**src/rtl/huffman_code_builder_assert.svh**
```systemverilog
// Assertion macros used by the code builder sequencer RTL
`ifndef HUFFMAN_CODE_BUILDER_ASSERT_SVH
`define HUFFMAN_CODE_BUILDER_ASSERT_SVH

// same-cycle implication, checked out of reset
`define HCB_ASSERT_NOW(label, ante, cons) \
    label: assert property (@(posedge i_clk) disable iff (!i_rst_n) (ante) |-> (cons)) \
        else $error("assertion failed");

// next-cycle implication, checked out of reset
`define HCB_ASSERT_NEXT(label, ante, cons) \
    label: assert property (@(posedge i_clk) disable iff (!i_rst_n) (ante) |=> (cons)) \
        else $error("assertion failed");

`endif

```
**src/rtl/hcb_pkg.sv**
```systemverilog
// Types and constants shared by the code builder modules
`default_nettype none
package hcb_pkg;
    localparam int SYM_W    = 8;
    localparam int OP_W     = 2;
    localparam int WEIGHT_W = 40;
    localparam int CODE_W   = 64;
    localparam int LEN_W    = 6;
    localparam int LEAFO_W  = 9;

    localparam logic [OP_W-1:0] OP_LOAD  = 2'd0;
    localparam logic [OP_W-1:0] OP_BUILD = 2'd1;
    localparam logic [OP_W-1:0] OP_READ  = 2'd2;
    localparam logic [OP_W-1:0] OP_NONE  = 2'd3;

    localparam logic [LEN_W-1:0] LEN_MAX = 6'd63;

    typedef struct packed {
        logic                alive;
        logic [SYM_W-1:0]    sym;
        logic [WEIGHT_W-1:0] weight;
    } t_node;

    typedef struct packed {
        logic [LEN_W-1:0]  len;
        logic [CODE_W-1:0] code;
    } t_path;

    typedef struct packed {
        logic load;
        logic rd_issue;
        logic rd_out;
        logic build_init;
        logic leaf_wr;
        logic leaf_end;
        logic scan_step;
        logic take;
        logic merge;
        logic walk_init;
        logic walk_l;
        logic walk_r;
        logic emit_wr;
        logic finish;
    } t_cmd;

    typedef struct packed {
        logic few;
        logic leaf_last;
        logic scan_done;
        logic second;
        logic merge_last;
        logic walk_last;
        logic emit_last;
    } t_sts;
endpackage
`default_nettype wire

```
**src/rtl/hcb_ctrl.sv**
```systemverilog
// Sequencer for load, read and the build phases
`default_nettype none
module hcb_ctrl (
    input  wire logic                   i_clk,
    input  wire logic                   i_rst_n,
    input  wire logic                   start,
    input  wire logic [hcb_pkg::OP_W-1:0] i_op,
    input  wire hcb_pkg::t_sts          i_sts,
    output hcb_pkg::t_cmd               o_cmd,
    output logic                        busy
);
    import hcb_pkg::*;

    localparam logic [3:0] S_IDLE      = 4'd0;
    localparam logic [3:0] S_READ      = 4'd1;
    localparam logic [3:0] S_LEAF_RD   = 4'd2;
    localparam logic [3:0] S_LEAF_WR   = 4'd3;
    localparam logic [3:0] S_LEAF_END  = 4'd4;
    localparam logic [3:0] S_SCAN      = 4'd5;
    localparam logic [3:0] S_TAKE      = 4'd6;
    localparam logic [3:0] S_MERGE     = 4'd7;
    localparam logic [3:0] S_WALK_INIT = 4'd8;
    localparam logic [3:0] S_WALK_RD   = 4'd9;
    localparam logic [3:0] S_WALK_L    = 4'd10;
    localparam logic [3:0] S_WALK_R    = 4'd11;
    localparam logic [3:0] S_EMIT_RD   = 4'd12;
    localparam logic [3:0] S_EMIT_WR   = 4'd13;
    localparam logic [3:0] S_FINISH    = 4'd14;

    logic [3:0] r_state, n_state;
    logic       accept;

    assign busy   = (r_state != S_IDLE);
    assign accept = start && !busy;

    always_comb begin
        n_state = r_state;
        o_cmd   = '0;
        case (r_state)
            S_IDLE: begin
                if (accept) begin
                    case (i_op)
                        OP_LOAD: begin
                            o_cmd.load = 1'b1;
                        end
                        OP_BUILD: begin
                            o_cmd.build_init = 1'b1;
                            n_state = S_LEAF_RD;
                        end
                        OP_READ: begin
                            o_cmd.rd_issue = 1'b1;
                            n_state = S_READ;
                        end
                        default: begin
                        end
                    endcase
                end
            end
            S_READ: begin
                o_cmd.rd_out = 1'b1;
                n_state = S_IDLE;
            end
            S_LEAF_RD: begin
                n_state = S_LEAF_WR;
            end
            S_LEAF_WR: begin
                o_cmd.leaf_wr = 1'b1;
                n_state = i_sts.leaf_last ? S_LEAF_END : S_LEAF_RD;
            end
            S_LEAF_END: begin
                o_cmd.leaf_end = 1'b1;
                n_state = i_sts.few ? S_FINISH : S_SCAN;
            end
            S_SCAN: begin
                o_cmd.scan_step = 1'b1;
                if (i_sts.scan_done) begin
                    n_state = S_TAKE;
                end
            end
            S_TAKE: begin
                o_cmd.take = 1'b1;
                n_state = i_sts.second ? S_MERGE : S_SCAN;
            end
            S_MERGE: begin
                o_cmd.merge = 1'b1;
                n_state = i_sts.merge_last ? S_WALK_INIT : S_SCAN;
            end
            S_WALK_INIT: begin
                o_cmd.walk_init = 1'b1;
                n_state = S_WALK_RD;
            end
            S_WALK_RD: begin
                n_state = S_WALK_L;
            end
            S_WALK_L: begin
                o_cmd.walk_l = 1'b1;
                n_state = S_WALK_R;
            end
            S_WALK_R: begin
                o_cmd.walk_r = 1'b1;
                n_state = i_sts.walk_last ? S_EMIT_RD : S_WALK_RD;
            end
            S_EMIT_RD: begin
                n_state = S_EMIT_WR;
            end
            S_EMIT_WR: begin
                o_cmd.emit_wr = 1'b1;
                n_state = i_sts.emit_last ? S_FINISH : S_EMIT_RD;
            end
            S_FINISH: begin
                o_cmd.finish = 1'b1;
                n_state = S_IDLE;
            end
            default: begin
                n_state = S_IDLE;
            end
        endcase
    end

    always_ff @(posedge i_clk) begin
        if (!i_rst_n) begin
            r_state <= S_IDLE;
        end else begin
            r_state <= n_state;
        end
    end

    `include "huffman_code_builder_assert.svh"

    // the second take toggles the pair flag back before the merge
    `HCB_ASSERT_NEXT(a_build_enters_leaves, accept && (i_op == OP_BUILD), r_state == S_LEAF_RD)
    `HCB_ASSERT_NOW(a_merge_has_pair, r_state == S_MERGE, !i_sts.second)
    `HCB_ASSERT_NEXT(a_walk_loops, (r_state == S_WALK_R) && !i_sts.walk_last,
                     r_state == S_WALK_RD)
    `HCB_ASSERT_NEXT(a_read_returns, r_state == S_READ, r_state == S_IDLE)
endmodule
`default_nettype wire

```
**config.mk**
```make
export PLATFORM = sky130hd
export DESIGN_NAME = hcb_ctrl
export DESIGN_NICKNAME = d
export VERILOG_FILES = /design/src/rtl/hcb_pkg.sv /design/src/rtl/hcb_ctrl.sv
export VERILOG_INCLUDE_DIRS = /design/src /design/src/rtl
export SDC_FILE = /design/constraint.sdc
export NUM_CORES = 1
export LEC_CHECK = 0
export BUFFER_PORTS_ARGS = -buffer_cell sky130_fd_sc_hd__buf_4
export CAP_MARGIN = 10
export CORE_AREA = 10 10 47 49
export CTS_BUF_LIST = sky130_fd_sc_hd__clkbuf_16
export CTS_CLUSTER_SIZE = 30
export DETAILED_ROUTE_END_ITERATION = 6
export DIE_AREA = 0 0 57 59
export HOLD_SLACK_MARGIN = 0.05
export PLACE_DENSITY = 0.71
export SYNTH_ARGS = -nofsm -noshare
export SYNTH_HDL_FRONTEND = slang
export SYNTH_SLANG_ARGS = --single-unit
```
**constraint.sdc**
```tcl
create_clock -name i_clk -period 2.1 [get_ports i_clk]
set_input_delay 0.42 -clock i_clk [delete_from_list [all_inputs] [get_ports i_clk]]
set_output_delay 0.42 -clock i_clk [all_outputs]
set_load 0.02 [all_outputs]
```
==> impl.org <==
** Worst setup path
- At the worst endpoint, the required time is 1.68 ns.
- Crit-path cells :: nand2b_1 -> nor3_1 -> buf_4
- The worst setup path is captured at a primary output.
- R2R Path End :: r_state[1]$_SDFFE_PN0P_
- Classification of the worst setup path :: flop to primary output
- STA classifies the critical path startpoint as a flop.
- Slack of the worst reg-to-reg path :: 0.55 ns
- Worst reg-to-reg path cell count :: 4
- Buffer and inverter count on the worst path :: 1
- Largest delay share family, worst path :: flip-flops
- At the worst endpoint, the arrival time is 1.47 ns.
- Slowest cell on the critical path :: sky130_fd_sc_hd__dfxtp_1
- CP Max Fanout :: 16
- In this run the critical register-to-register path is launched from r_state[2]$_SDFFE_PN0P_.
- The largest single stage delay on the critical path is 0.61 ns.

** Yosys
- For this run, the register share of the synthesized area comes to 0.1628.
- The synthesized netlist occupies a cell area of 491.7 um2.
- Syn Inst Count :: 73
- Yosys attributes the largest share of cell area to sky130_fd_sc_hd__dfxtp_1 (16%), sky130_fd_sc_hd__ha_1 (7.6%), sky130_fd_sc_hd__nand2b_1 (7.6%).
- Cell type with the highest aggregate area in the netlist :: sky130_fd_sc_hd__dfxtp_1
- After synthesis, the netlist uses 30 different library cells.
- The number of nets handed over by synthesis was 88.
- The most used flip-flop cell after synthesis is sky130_fd_sc_hd__dfxtp_1.
- Asr flop ratio synth :: 0
- Each instance of the synthesized netlist takes up on average 6.736 um2.
- The share of synthesized area in the top cell type comes to 0.1628.
- Counting flops and latches in the post-synthesis netlist gives 4.
- During synthesis, Yosys emitted a total of 0 warnings.
- Number of flops mapped to enable cells by yosys :: 0

** Cells and area
- Leaving out fill and tap cells, the most frequent cell in the layout is sky130_fd_sc_hd__buf_4.
- The register with the most flip-flops in the final layout is r_state.
- Of the cells placed in the final design, the portion with a size suffix greater than 1 is 0.3333.
- Count of inserted antenna diode cells :: 0
- The largest registers in the layout are r_state (4).
- The register with the most flip-flops in the layout has 4 of them.
- After the last flow step, the layout net total stands at 116.
- Synthesis-to-layout area growth :: 57.25%
- In the layout the commonest cells are sky130_fd_sc_hd__buf_4 (27), sky130_fd_sc_hd__nor2_1 (9), sky130_fd_sc_hd__inv_1 (6), sky130_fd_sc_hd__nand2b_1 (6), sky130_fd_sc_hd__nor3_1 (6).

** Global routing
- For this run, the total global-route usage over all layers was measured as 0.09324.
- Total gr overflow :: 0
- In the global route stage, met2 resource usage came out at 0.1395.
- GR Layer Usage met3 :: 0.03219
- The via count of the first global-routing pass came to 582.
- In the global route stage, met1 resource usage came out at 0.1139.
- The initial antenna violation count came to 0.
- met2 is the most crowded layer.
- The first global-routing pass estimated 2628 um of wire.
- Entering global routing, the biggest net connects 18 pins.

** STA
- Final Hold Violating Endpoints :: 0
- Counting I/O delays and the setup requirement, the final critical path takes 1.892 ns.
- Ratio of final minimum period to clock period :: 0.9010
- Final setup violating endpoints :: 0
- Normalized max-slew margin :: 0.6401
- The number of max-slew violations in the final report is 0.
- On the final layout, the worst clock skew is 0.0005027 ns.
- For the pin with the worst max-slew slack, the measured transition is 0.5391 ns.
- Upper clock frequency limit :: 0.5285 GHz
- Hold timing on the final database bottoms out at a slack of 0.4558 ns.
- Setup_tns :: 0 ns
- Setup repair after global routing left no endpoint under its margin.

** Min path
- The path with the worst hold slack has its endpoint at r_state[1]$_SDFFE_PN0P_.
- Depth of the worst hold-timing path :: 3
- Worst hold-check path type :: primary input to flop
- The startpoint identified for the worst hold timing path is i_rst_n.

** Clocking
- Clock H-tree levels :: 1
- Hold repair after CTS inserted 0 buffers.
- Clock-pin slew was measured on the worst setup and hold paths at 0.03 ns.
- The tree built by TritonCTS fans out to 4 sinks.
- The later pin in the worst-skew pair is clocked with a latency of 0.22 ns.
- The tree is rooted in a sky130_fd_sc_hd__clkbuf_16.
- CTS buffer count :: 3
- TritonCTS built the clock tree.
- Deepest clock path buffer count :: 2
- Buffers added to address setup during post-CTS repair amount to 0.

** Drt
- The first routing iteration left 29 violations.
- After detailed routing, the number of remaining DRC violations is 0.
- Wires add up to 1540 um.
- Post-DR vias/cell :: 5.391
- Once detail routing completed, the nets flagged for antenna violations numbered 0.
- Vias after detailed routing :: 620
- The first detailed-routing pass ran for 4 iterations.
- Wirelength per Cell :: 13.39 um

** Die
- The die covers 0.003363 mm2.
- From left edge to right edge, the die measures 57 um.
- For this configuration, the core starts out at a cell density of 0.3509.
- Row count :: 14
- Io pins :: 27
- DIE HEIGHT :: 59 um
- Area of the core region :: 0.001401 mm2

** Pwr
- Leakage :: 0.3610 nW
- Power spread over the standard cell area amounts to 619.2 mW/mm2.
- The worst-case IR drop observed on VDD is 0.0005381 V.

** Placement
- The congestion estimate from routability-driven global placement came to 0.8131.
- Port buffering added 26 buffers.
- Sum of net half-perimeters after detailed placement :: 1189 um

** Run
- The tool flagged a number of max-cap violations equal to 0.

** Outcome
- Outcome :: complete, no violations
==> stage by stage <==
step	std cells	power, W	area [um2]	utilization	setup WS (ns)
2_1_floorplan	73	0.0001438	491.7	-	0.4936
3_3_place_gp	112	0.0001812	691.9	0.4938	0.4119
3_5_place_dp	112	0.0001830	691.9	0.4938	0.3622
4_1_cts	115	0.0004803	767.0	0.5473	0.1258
5_1_grt	115	0.0004989	773.2	0.5518	0.03591
6_report	115	0.0004788	773.2	0.5518	0.2079
==> power by group <==
group	total (W)	switching, W	internal (W)
clock network	0.000295	0.0000516	0.000243
registers	0.0000898	0.0000100	0.0000798
logic	0.0000944	0.0000465	0.0000479
==> worst max path at each step <==
stage          depth (start not counted)   endpoint                    start  slack (ns)
3_5_place_dp                           3  o_cmd[10]  r_state[2]$_SDFFE_PN0P_        0.36
6_report                               3   o_cmd[8]  r_state[2]$_SDFFE_PN0P_        0.21
4_1_cts                                3  o_cmd[10]  r_state[2]$_SDFFE_PN0P_        0.13
3_3_place_gp                           3  o_cmd[12]  r_state[2]$_SDFFE_PN0P_        0.41
2_1_floorplan                          3  o_cmd[10]  r_state[3]$_SDFFE_PN0P_        0.49
5_1_grt                                3   o_cmd[8]  r_state[2]$_SDFFE_PN0P_        0.04
==> synthesized netlist by cell type (all sizes together) (2+ instances only) <==
cell	number
nor3b	2
nand2	6
nor2	9
buf	4
o21ai	2
o22ai	2
dfxtp	4
nor3	6
nand2b	6
ha	3
inv	6
and3	3
a21oi	5
==> timing repair <==
item                       4_1_cts  5_1_grt
setup endpoints to repair        0        2
gates resized for setup          0        1
hold endpoints to repair         0        0
==> cells by family (layout without fill, tap and decap cells) <==
| logic type | count (synthesis) | after routing | synth area share |
|---|---|---|---|
| AND/OR/NAND/NOR | 37 | 37 | 0.3893 |
| AO/OA/AOI/OAI | 18 | 18 | 0.2596 |
| buffers and inverters | 10 | 36 | 0.09160 |
| flip-flops | 4 | 4 | 0.1629 |
| adder cells (fa/ha/maj) | 3 | 3 | 0.07634 |
| multiplexers | 1 | 1 | 0.02036 |
==> final cells by class <==
cell class	instances	area [um2]
multi-input cells	59	372.9
repair buffers	27	202.7
clock buffers	3	75.07
fillers	157	628.1
flip-flops and latches	4	80.08
well taps	16	20.02
inverters	6	22.52
==> tightest hold or removal path, cell delays in order <==
cell	delay, ns
sky130_fd_sc_hd__buf_4	0.12
sky130_fd_sc_hd__nand3_1	0.06
sky130_fd_sc_hd__a21oi_1	0.04
==> per-layer routing <==
layer	up-vias	share of wire	wire (um)
met3	5	0.098	151
met4	0	0.021	32
li1	316	-	-
met5	-	0	0
met1	272	0.43	660
met2	27	0.45	695
Note: power is estimated with default switching activity, not from simulation.
